## src/design/rcg_pkg.sv

```systemverilog
// Shared types and codes for the ring cadence generator.
// Has no dependencies; ring_cadence_generator, rcg_cfg_regs and rcg_cadence import it.

package rcg_pkg;

  // Action codes carried by an input item. Code 3 has no meaning.
  typedef enum logic [1:0] {
    ACT_TICK  = 2'd0,
    ACT_START = 2'd1,
    ACT_STOP  = 2'd2
  } action_t;

  // Register indexes on the configuration channel.
  localparam int unsigned CFG_INDEX_W = 2;

  typedef enum logic [CFG_INDEX_W-1:0] {
    CFG_ON_DURATION  = 2'd0,
    CFG_OFF_DURATION = 2'd1,
    CFG_RING_LIMIT   = 2'd2
  } cfg_index_t;

  localparam int unsigned CFG_DATA_W  = 16;
  localparam int unsigned DURATION_W  = 16;
  localparam int unsigned COUNT_W     = 8;
  localparam int unsigned TIME_W      = 32;

  localparam logic [COUNT_W-1:0] COUNT_MAX = {COUNT_W{1'b1}};

  // Current register settings, handed from the register file to the cadence core.
  typedef struct packed {
    logic [DURATION_W-1:0] on_duration;
    logic [DURATION_W-1:0] off_duration;
    logic [COUNT_W-1:0]    ring_limit;
  } cfg_t;

  // One result item.
  typedef struct packed {
    logic edge_seen;
    logic bell_level;
    logic ringing_active;
  } result_t;

endpackage

```

## src/design/rcg_item_if.sv

```systemverilog
// Valid/ready channel that carries one input item (action and time stamp).
// Depends on nothing; widths match rcg_pkg.

interface rcg_item_if;
  logic        valid;
  logic        ready;
  logic [1:0]  action;
  logic [31:0] time_now;

  modport source (output valid, output action, output time_now, input ready);
  modport sink (input valid, input action, input time_now, output ready);
endinterface

```

## src/design/rcg_result_if.sv

```systemverilog
// Valid/ready channel that carries one result item.
// Depends on nothing.

interface rcg_result_if;
  logic valid;
  logic ready;
  logic edge_seen;
  logic bell_level;
  logic ringing_active;

  modport source (output valid, output edge_seen, output bell_level,
                  output ringing_active, input ready);
  modport sink (input valid, input edge_seen, input bell_level,
                input ringing_active, output ready);
endinterface

```

## src/design/rcg_cfg_if.sv

```systemverilog
// Valid/ready write channel for the configuration registers.
// Depends on nothing; widths match rcg_pkg.

interface rcg_cfg_if;
  logic        valid;
  logic        ready;
  logic [1:0]  index;
  logic [15:0] data;

  modport source (output valid, output index, output data, input ready);
  modport sink (input valid, input index, input data, output ready);
endinterface

```

## src/design/ring_cadence_generator.sv

```systemverilog
// Ring cadence generator, top level: input register, cadence core and
// result register. Depends on rcg_pkg, the three channel interfaces,
// rcg_cfg_regs and rcg_cadence.
//
// Usage: items arrive on the item channel (action and millisecond time);
// every item gives exactly one result on the result channel (edge_seen,
// bell_level, ringing_active). Registers are written through the cfg
// channel, which is always ready; write them only while no item is in flight.
// After the item transfer, an item is held in the input register and then its
// result in the result register, which drives the result channel. Throughput
// is one item per cycle while the receiver takes results, set by the
// combinational subtract and compare of the cadence core, which reads and
// updates its state as an item passes from the input register to the result
// register.
// Reset clears the registers, the cadence state and both pipeline stages.
// When the receiver stalls, the result register holds its item, the input
// register fills, and item.ready then drops until the result is taken.

module ring_cadence_generator (
  input  logic             clk,
  input  logic             rst,
  rcg_item_if.sink         item,
  rcg_result_if.source     result,
  rcg_cfg_if.sink          cfg
);
  import rcg_pkg::*;

  cfg_t    cfg_vals;
  result_t core_result;

  // Input register.
  logic              in_valid;
  logic [1:0]        in_action;
  logic [TIME_W-1:0] in_time;

  // Result register.
  logic    out_valid;
  result_t out_data;

  logic advance;

  // An item leaves the input register whenever the result register can take it.
  assign advance    = in_valid && (!out_valid || result.ready);
  assign item.ready = !in_valid || advance;
  assign cfg.ready  = 1'b1;

  rcg_cfg_regs u_cfg_regs (
    .clk      (clk),
    .rst      (rst),
    .wr_en    (cfg.valid),
    .wr_index (cfg.index),
    .wr_data  (cfg.data),
    .cfg      (cfg_vals)
  );

  rcg_cadence u_cadence (
    .clk      (clk),
    .rst      (rst),
    .cfg      (cfg_vals),
    .step     (advance),
    .action   (in_action),
    .time_now (in_time),
    .result   (core_result)
  );

  // Input register control.
  always_ff @(posedge clk) begin
    if (rst) begin
      in_valid <= 1'b0;
    end else if (item.ready) begin
      in_valid <= item.valid;
    end
  end

  // Input register payload.
  always_ff @(posedge clk) begin
    if (item.ready && item.valid) begin
      in_action <= item.action;
      in_time   <= item.time_now;
    end
  end

  // Result register control.
  always_ff @(posedge clk) begin
    if (rst) begin
      out_valid <= 1'b0;
    end else if (advance) begin
      out_valid <= 1'b1;
    end else if (result.ready) begin
      out_valid <= 1'b0;
    end
  end

  // Result register payload.
  always_ff @(posedge clk) begin
    if (advance) begin
      out_data <= core_result;
    end
  end

  assign result.valid          = out_valid;
  assign result.edge_seen      = out_data.edge_seen;
  assign result.bell_level     = out_data.bell_level;
  assign result.ringing_active = out_data.ringing_active;

endmodule

```

## src/design/rcg_cfg_regs.sv

```systemverilog
// Configuration register file: on and off durations and the ring limit.
// Depends on rcg_pkg.

module rcg_cfg_regs (
  input  logic                         clk,
  input  logic                         rst,
  input  logic                         wr_en,
  input  logic [rcg_pkg::CFG_INDEX_W-1:0] wr_index,
  input  logic [rcg_pkg::CFG_DATA_W-1:0]  wr_data,
  output rcg_pkg::cfg_t                cfg
);
  import rcg_pkg::*;

  cfg_t regs;

  // Each transfer writes the register it addresses; unknown indexes are dropped.
  always_ff @(posedge clk) begin
    if (rst) begin
      regs <= '0;
    end else if (wr_en) begin
      case (wr_index)
        CFG_ON_DURATION:  regs.on_duration  <= wr_data[DURATION_W-1:0];
        CFG_OFF_DURATION: regs.off_duration <= wr_data[DURATION_W-1:0];
        CFG_RING_LIMIT:   regs.ring_limit   <= wr_data[COUNT_W-1:0];
        default: begin
        end
      endcase
    end
  end

  assign cfg = regs;

endmodule

```

## src/design/rcg_cadence.sv

```systemverilog
// Cadence core: holds the bell, run, ring count and phase stamp state and
// computes one result per item. Depends on rcg_pkg.

module rcg_cadence (
  input  logic                         clk,
  input  logic                         rst,
  input  rcg_pkg::cfg_t                cfg,
  input  logic                         step,
  input  logic [1:0]                   action,
  input  logic [rcg_pkg::TIME_W-1:0]   time_now,
  output rcg_pkg::result_t             result
);
  import rcg_pkg::*;

  logic               running;
  logic               bell_state;
  logic [COUNT_W-1:0] rings_counted;
  logic [TIME_W-1:0]  phase_stamp;

  logic               running_next;
  logic               bell_state_next;
  logic [COUNT_W-1:0] rings_counted_next;
  logic [TIME_W-1:0]  phase_stamp_next;

  logic [TIME_W-1:0]     elapsed;
  logic [DURATION_W-1:0] length;
  logic                  phase_done;
  logic [COUNT_W-1:0]    rings_inc;
  logic                  limit_hit;
  logic                  edge_seen;

  // Elapsed time wraps modulo 2^32; compare against the current phase length.
  assign elapsed    = time_now - phase_stamp;
  assign length     = bell_state ? cfg.on_duration : cfg.off_duration;
  assign phase_done = elapsed >= {{(TIME_W-DURATION_W){1'b0}}, length};

  // Ring count saturates; the limit is checked on the incremented value.
  assign rings_inc = (rings_counted != COUNT_MAX) ? rings_counted + 1'b1 : rings_counted;
  assign limit_hit = (cfg.ring_limit != '0) && (rings_inc >= cfg.ring_limit);

  // Next state for the item at hand.
  always_comb begin
    running_next       = running;
    bell_state_next    = bell_state;
    rings_counted_next = rings_counted;
    phase_stamp_next   = phase_stamp;
    edge_seen          = 1'b0;
    case (action)
      ACT_TICK: begin
        if (running && phase_done) begin
          edge_seen = 1'b1;
          if (bell_state) begin
            rings_counted_next = rings_inc;
            bell_state_next    = 1'b0;
            if (limit_hit) begin
              running_next = 1'b0;
            end else begin
              phase_stamp_next = time_now;
            end
          end else begin
            bell_state_next  = 1'b1;
            phase_stamp_next = time_now;
          end
        end
      end
      ACT_START: begin
        running_next       = 1'b1;
        bell_state_next    = 1'b1;
        rings_counted_next = '0;
        phase_stamp_next   = time_now;
      end
      ACT_STOP: begin
        running_next    = 1'b0;
        bell_state_next = 1'b0;
      end
      default: begin
      end
    endcase
  end

  // State advances only when an item is processed.
  always_ff @(posedge clk) begin
    if (rst) begin
      running       <= 1'b0;
      bell_state    <= 1'b0;
      rings_counted <= '0;
      phase_stamp   <= '0;
    end else if (step) begin
      running       <= running_next;
      bell_state    <= bell_state_next;
      rings_counted <= rings_counted_next;
      phase_stamp   <= phase_stamp_next;
    end
  end

  assign result.edge_seen      = edge_seen;
  assign result.bell_level     = bell_state_next;
  assign result.ringing_active = running_next;

endmodule
```

## src/flat_wrapper.sv

```systemverilog
// flat-port wrapper written by rule: the top's interface ports become plain ports
module ring_cadence_generator_flat import rcg_pkg::*;
  (clk, rst, item_valid, item_action, item_time_now, item_ready, result_valid, result_edge_seen, result_bell_level, result_ringing_active, result_ready, cfg_valid, cfg_index, cfg_data, cfg_ready);
  rcg_item_if item_i ();
  rcg_result_if result_i ();
  rcg_cfg_if cfg_i ();
  input  logic clk;
  input  logic rst;
  input wire logic [$bits(item_i.valid)-1:0] item_valid;
  input wire logic [$bits(item_i.action)-1:0] item_action;
  input wire logic [$bits(item_i.time_now)-1:0] item_time_now;
  output wire logic [$bits(item_i.ready)-1:0] item_ready;
  output wire logic [$bits(result_i.valid)-1:0] result_valid;
  output wire logic [$bits(result_i.edge_seen)-1:0] result_edge_seen;
  output wire logic [$bits(result_i.bell_level)-1:0] result_bell_level;
  output wire logic [$bits(result_i.ringing_active)-1:0] result_ringing_active;
  input wire logic [$bits(result_i.ready)-1:0] result_ready;
  input wire logic [$bits(cfg_i.valid)-1:0] cfg_valid;
  input wire logic [$bits(cfg_i.index)-1:0] cfg_index;
  input wire logic [$bits(cfg_i.data)-1:0] cfg_data;
  output wire logic [$bits(cfg_i.ready)-1:0] cfg_ready;
  assign item_i.valid = item_valid;
  assign item_i.action = item_action;
  assign item_i.time_now = item_time_now;
  assign item_ready = item_i.ready;
  assign result_valid = result_i.valid;
  assign result_edge_seen = result_i.edge_seen;
  assign result_bell_level = result_i.bell_level;
  assign result_ringing_active = result_i.ringing_active;
  assign result_i.ready = result_ready;
  assign cfg_i.valid = cfg_valid;
  assign cfg_i.index = cfg_index;
  assign cfg_i.data = cfg_data;
  assign cfg_ready = cfg_i.ready;
  ring_cadence_generator u_core (.clk(clk), .rst(rst), .item(item_i), .result(result_i), .cfg(cfg_i));
endmodule
```

## config.mk

```make
export PLATFORM = sky130hd
export DESIGN_NAME = ring_cadence_generator_flat
export DESIGN_NICKNAME = d
export VERILOG_FILES = /design/src/design/rcg_pkg.sv /design/src/design/rcg_item_if.sv /design/src/design/rcg_result_if.sv /design/src/design/rcg_cfg_if.sv /design/src/design/ring_cadence_generator.sv /design/src/design/rcg_cfg_regs.sv /design/src/design/rcg_cadence.sv /design/src/flat_wrapper.sv
export SDC_FILE = /design/constraint.sdc
export NUM_CORES = 1
export LEC_CHECK = 0
export BUFFER_PORTS_ARGS = -buffer_cell sky130_fd_sc_hd__buf_4
export CAP_MARGIN = 20
export CORE_AREA = 2 2 126 128
export DETAILED_ROUTE_END_ITERATION = 8
export DIE_AREA = 0 0 128 130
export PLACE_DENSITY = 0.67
export SLEW_MARGIN = 20
export SYNTH_ARGS = -nofsm -noshare
export SYNTH_HDL_FRONTEND = slang
export SYNTH_SLANG_ARGS = --single-unit
```

## constraint.sdc

```tcl
create_clock -name clk -period 8.1 [get_ports clk]
set_input_delay 1.62 -clock clk [delete_from_list [all_inputs] [get_ports clk]]
set_output_delay 1.62 -clock clk [all_outputs]
set_load 0.03 [all_outputs]
```

Yosys cells after proc, flatten, opt, wreduce, memory -nomap -nowiden
Cells that the tools add are included.
{"block": "word_totals", "regBits": 121, "output_inout_bits": 6, "elab_cells": 63}
{"block": "classes", "add_sub_neg": 2, "magnitude_cmp": 2, "eq_ne": 8, "n_mux": 19, "reduce_logical": 18}
{"operator": "2-to-1 mux 32 bit", "n": 3}
{"operator": "one-hot mux 32 bit (2 select lines)", "n": 1}
{"operator": "greater-or-equal comparator 32 x 16 -> 1 bit", "n": 1}
{"operator": "subtractor 32 bit", "n": 1}
{"operator": "2-to-1 mux 8 bit", "n": 3}
{"operator": "2-to-1 mux 16 bit", "n": 1}
{"operator": "one-hot mux 8 bit (2 select lines)", "n": 1}
{"operator": "adder 8 x 1 -> 8 bit, second input constant", "n": 1}
{"operator": "greater-or-equal comparator 8 bit", "n": 1}
{"operator": "2-to-1 mux 1 bit", "n": 8}
{"operator": "!= test 8 bit, second input constant", "n": 1}
{"operator": "AND reduction 4 bit", "n": 2}
{"operator": "nonzero test 8 bit", "n": 1}
{"operator": "one-hot mux 1 bit (3 select lines)", "n": 2}
{"operator": "AND reduction 2 bit", "n": 3}
{"operator": "== test 2 x 1 -> 1 bit, second input constant", "n": 2}
{"operator": "== test 2 bit, second input constant", "n": 2}
{"operator": "logical AND 1 bit", "n": 4}
{"operator": "logical NOT 2 bit", "n": 2}
{"operator": "!= test 2 bit, second input constant", "n": 2}
{"operator": "nonzero test 2 bit", "n": 2}
{"operator": "!= test 3 bit, second input constant", "n": 1}
{"operator": "logical NOT 1 bit", "n": 2}
{"operator": "logical OR 1 bit", "n": 2}

Longest topological paths before layout
{"block": "logic_depth", "word_depth": 8, "ltp_mapped": 22, "ltp_nobuf": 21}

By module
From an unflattened synthesis, not the netlist that was laid out.
{"block": "unflattened", "hier_cells": 813, "hier_area_um2": 7657.3}
{"module": "rcg_cadence", "n_inst": 1, "cells_per_inst": 612, "area_per_inst_um2": 4779.6, "seq_area_each_um2": 840.8}
{"module": "rcg_cfg_regs", "n_inst": 1, "cells_per_inst": 152, "area_per_inst_um2": 1651.6, "seq_area_each_um2": 800.8}
{"module": "ring_cadence_generator", "n_inst": 1, "cells_per_inst": 49, "area_per_inst_um2": 1226.2, "seq_area_each_um2": 1151.1}

Worst setup path before layout
Ideal clock, no wire load.
{"block": "synth_timing", "kind": "register to register", "start": "reg u_core.in_time[0]", "end": "reg u_core.out_data (netlist bit u_core.result.bell_level) (data pin)", "arrival_time_ps": 4169, "required_time_ps": 7839, "setup_slack_ps": 3670, "stages_incl_launch_ff": 22, "n_path_buf": 0, "period_less_slack_ps": 4430, "path_cell_list": "edfxtp_1 inv_1 ha_1 fa_1 nand2b_1 a21oi_1 nor2_1 o21ai_0 a21o_1 a21oi_1 xnor2_1 ha_1 nand4_1 a21oi_1 a2111oi_0 a2bb2oi_1 nand3_1 a2111oi_2 o2111ai_2 nor3_2 nor4b_1 a311o_1"}
{"block": "synth_via", "elab_chain_cells": 5}
{"item": "from (decl)", "line": "ring_cadence_generator.sv:34", "rtl": "logic [TIME_W-1:0] in_time;"}
{"item": "from (signal assigned)", "line": "ring_cadence_generator.sv:79", "rtl": "in_time <= item.time_now;"}
{"item": "subtractor 32 bit", "line": "rcg_cadence.sv:33", "rtl": "assign elapsed = time_now - phase_stamp;"}
{"item": "greater-or-equal comparator 32 x 16 -> 1 bit", "line": "rcg_cadence.sv:35", "rtl": "assign phase_done = elapsed >= {{(TIME_W-DURATION_W){1'b0}}, length};"}
{"item": "logical AND 1 bit", "line": "rcg_cadence.sv:50", "rtl": "if (running && phase_done) begin"}
{"item": "2-to-1 mux 1 bit", "line": "rcg_cadence.sv:50"}
{"item": "one-hot mux 1 bit (3 select lines)", "line": "rcg_cadence.sv:48", "rtl": "case (action)"}
{"item": "via u_core.u_cadence.bell_state_next", "line": "rcg_cadence.sv:21", "rtl": "logic bell_state_next;"}
{"item": "to (signal assigned)", "line": "ring_cadence_generator.sv:97", "rtl": "out_data <= core_result;"}
{"item": "to (decl)", "line": "ring_cadence_generator.sv:38", "rtl": "result_t out_data;"}
The timed path passes the listed nets, and every way through them passes these cells.
A chain may end at the register's enable or synchronous reset.

Worst setup path in the final report
Same ends and word-level chain as after synthesis.

==> metrics.yaml <==
outcome:
  status: "complete, no violations"
setup_path:
  slowest_delay_ns: 0.80
  crit_family: "compound AO/OA/AOI/OAI gates"
  crit_arrival_ns: 5.64
  worstSetupStartpointType: "flip-flop"
  reg2reg_depth: 21
  crit_path_frequent_cell: "a21oi_1"
  crit_chain: "inv_1 > ha_1 > fa_1 > nand2b_1 > a21oi_1 > nor2_1 > o21ai_0 > a21o_1 > a21oi_1 > xnor2_1 > ha_1 > nand4_1 > a21oi_1 > a2111oi_0 > a2bb2oi_1 > nand3_1 > a2111oi_2 > o2111ai_2 > nor3_2 > nor4b_1 > a311o_1"
  crit_start: "u_core.in_time[0]"
  path_max_fanout: 14
  rrSetupSlack_ns: 2.62
  crit_type: "flip-flop to flip-flop"
  critPathBufInv: 1
  r2r_start: "u_core.in_time[0]"
  crit_required_ns: 8.26
  cp-end-kind: "flip-flop"
  slowest_stage: "nor3_2"
  r2r_end: "u_core.result.bell_level"
min_path:
  hp-class: "flip-flop to flip-flop"
  hold_end: "u_core.u_cadence.phase_stamp[11]"
  hold_depth: 2
  worstHoldStart: "u_core.u_cadence.phase_stamp[11]"
floorplan:
  rows: 46
  die_area_mm2: 0.01664
  start_util: 0.4826
  core_area_mm2: 0.01542
  io_pins: 63
  die_w_um: 128
  fp.dieH_um: 130
final_layout:
  final_cell_mix: "174 x nand2_1, 84 x dfxtp_1, 75 x a21oi_1"
  nNetsFinal: 1004
  final_common_cell: "nand2_1"
  drive_gt1_frac: 0.1384
  area_growth_pct: 15.04
  diodes: 0
  final_core_util: 0.5552
timing:
  relSlewSlack: 0.3150
  fin_worst_skew_ns: 0.007161
  hold_viol_final: 0
  tightest_slew_ns: 1.018
  setup_viol: 0
  min_period_ns: 5.479
  timing.fmax_mhz: 182.5
  timing.final.ws_setup_ns: 2.621
  min_period_over_period: 0.6764
  slew_viol_final: 0
  tns_ns: 0
  rsz0062_at_grt: "no"
placement:
  dp_hpwl_um: 11650
  io_buffers: 61
  gp_congestion: 0.9059
  pre_cts_slack_ns: 2.636
synth:
  synthArstFlopShare: 0
  synth_area_mm2: 0.007443
  synth-seq-area-share: 0.3752
  synth_enable_flop_cells: 37
  syn_avg_cell_area_um2: 8.757
  synthFlopType: "dfxtp_1"
  synth.ff_latch_count: 121
  yosys_warnings: 0
  synth.distinct_cells: 72
  syn_inst: 850
  syn_nets: 964
clock_tree:
  cts_root_buf: "clkbuf_16"
  cts_hold_buf: 0
  cts_buffers: 17
  clk_pin_slew_ns: 0.06
  h-tree-depth: 4
  cts.sinks: 121
  clk_path_buf_depth: 2
  clk_latency_ns: 0.42
  post-cts-setup-buffers: 0
  cts.repair.resized: 0
  tritoncts: "built"
global_routing:
  grt_pass1_wl_um: 27010
  grt-ovfl-total: 0
  antenna_found_initial: 0
  grt_pass1_vias: 5500
  gr-usage-all-layers: 0.2032
  grt_max_degree: 66
drt:
  vias: 5970
  viasPerCell: 5.452
  dr.pass1.iters: 5
  ant_nets: 0
  drtIter0Drc: 360
  routedWlPerCell_um: 15.13
  wl_um: 16570
  drc: 0
power_and_ir_drop:
  peakVddDrop_v: 0.0001977
  leakagePower_uw: 0.003178
  cellPowerDensity_mw_per_mm2: 196.9
run:
  maxCapViolCount: 0
## per-layer routing
| metal | track usage | vias to the layer above | share of wire | wire length [um] |
|---|---|---|---|---|
| met5 | 0 | - | 0 | 0 |
| met4 | 0.05430 | 0 | 0.0097 | 161 |
| met3 | 0.04879 | 14 | 0.042 | 696 |
| met2 | 0.3309 | 106 | 0.46 | 7690 |
| met1 | 0.2723 | 2753 | 0.48 | 8019 |
| li1 | - | 3097 | - | - |
## how the worst max path moves through the flow
stage	end	depth (start not counted)
after CTS	u_core.result.bell_level	21
after detailed placement	u_core.result.bell_level	21
after floorplan	u_core.result.bell_level	21
after global placement	u_core.result.bell_level	21
final	u_core.result.bell_level	21
after global routing	u_core.result.bell_level	21
## sequential cells by signal, summed over array words and instances (netlist names)
register and count:
u_core.in_time 32, u_core.result.bell_level 1, u_core.in_action 2, u_core.result.edge_seen 1, u_core.result.ringing_active 1, u_core.result.valid 1
u_core.u_cadence.phase_stamp 32, u_core.u_cadence.rings_counted 8, u_core.u_cfg_regs.cfg 40, u_core.u_cadence.bell_state 1, u_core.u_cadence.running 1, u_core.in_valid 1
## worst register-to-register path, cell delays in order (launching register included)
cell and delay (ns):
edfxtp_1 0.35, inv_1 0.05, ha_1 0.20, fa_1 0.40
nand2b_1 0.18, a21oi_1 0.22, nor2_1 0.11, o21ai_0 0.28
a21o_1 0.16, a21oi_1 0.07, xnor2_1 0.14, ha_1 0.32
nand4_1 0.11, a21oi_1 0.05, a2111oi_0 0.44, a2bb2oi_1 0.20
nand3_1 0.11, a2111oi_2 0.36, o2111ai_2 0.24, nor3_2 0.80
nor4b_1 0.10, a311o_1 0.35
## kinds of logic (layout without fill, tap and decap cells)
logic type / count (synthesis) / count (layout) / synth area share
fa+ha+maj: 57 / 57 / 0.09682
other cells: 1 / 1 / 0.0005038
flops: 121 / 121 / 0.3752
simple gates: 303 / 303 / 0.1881
xor+xnor: 25 / 25 / 0.02942
compound gates: 191 / 191 / 0.1765
buf+inv: 92 / 145 / 0.05211
mux: 60 / 60 / 0.08136
## Yosys cell counts, types with 4 or more instances
library cell,instances,share of area
a211oi_1,9,0.0091
a21o_1,15,0.015
a21oi_1,75,0.050
a31oi_1,4,0.0034
and2_1,4,0.0034
buf_2,9,0.0061
clkbuf_1,25,0.013
dfxtp_1,84,0.23
edfxtp_1,37,0.15
ha_1,56,0.094
inv_1,49,0.025
mux2i_1,56,0.075
nand2_1,174,0.088
nand2b_1,8,0.0067
nand3_1,10,0.0067
nand4_1,20,0.017
nor2_1,38,0.019
nor2b_1,9,0.0076
nor3_1,7,0.0047
nor4_1,4,0.0034
o211ai_1,7,0.0071
o21a_1,8,0.0081
o21ai_0,26,0.017
o2bb2ai_1,6,0.0071
o31ai_1,4,0.0040
or2_2,4,0.0034
or3_1,4,0.0034
xnor2_1,16,0.019
xor2_1,9,0.011
## final cells by class
type | count | area [um^2]
clock inverter | 10 | 72.57
clock buffer | 22 | 529.3
sequential | 121 | 2793
timing repair buffer | 64 | 480.5
multi-input combinational | 637 | 4264
fill | 1433 | 6862
inverter | 49 | 183.9
tap | 192 | 240.2
## report_power, final
group / switching [uW] / total [uW] / leakage [uW] / internal (uW)
registers: 14.3 / 664 / 0.00104 / 650
clock network: 288 / 755 / 0.000303 / 467
logic: 154 / 267 / 0.00183 / 113
## through the flow
stage	hold slack (ns)	instance area (um^2)	power [uW]	std cells
after global placement	0.4417	7961	937.3	1063
after floorplan	0.4329	7443	867.7	850
after CTS	0.4535	8563	1703	1095
after detailed placement	0.4456	7961	939.8	1063
after global routing	0.4713	8563	1766	1095
final	0.4518	8563	1686	1095
No activity file was read; power rests on OpenSTA's default activity.
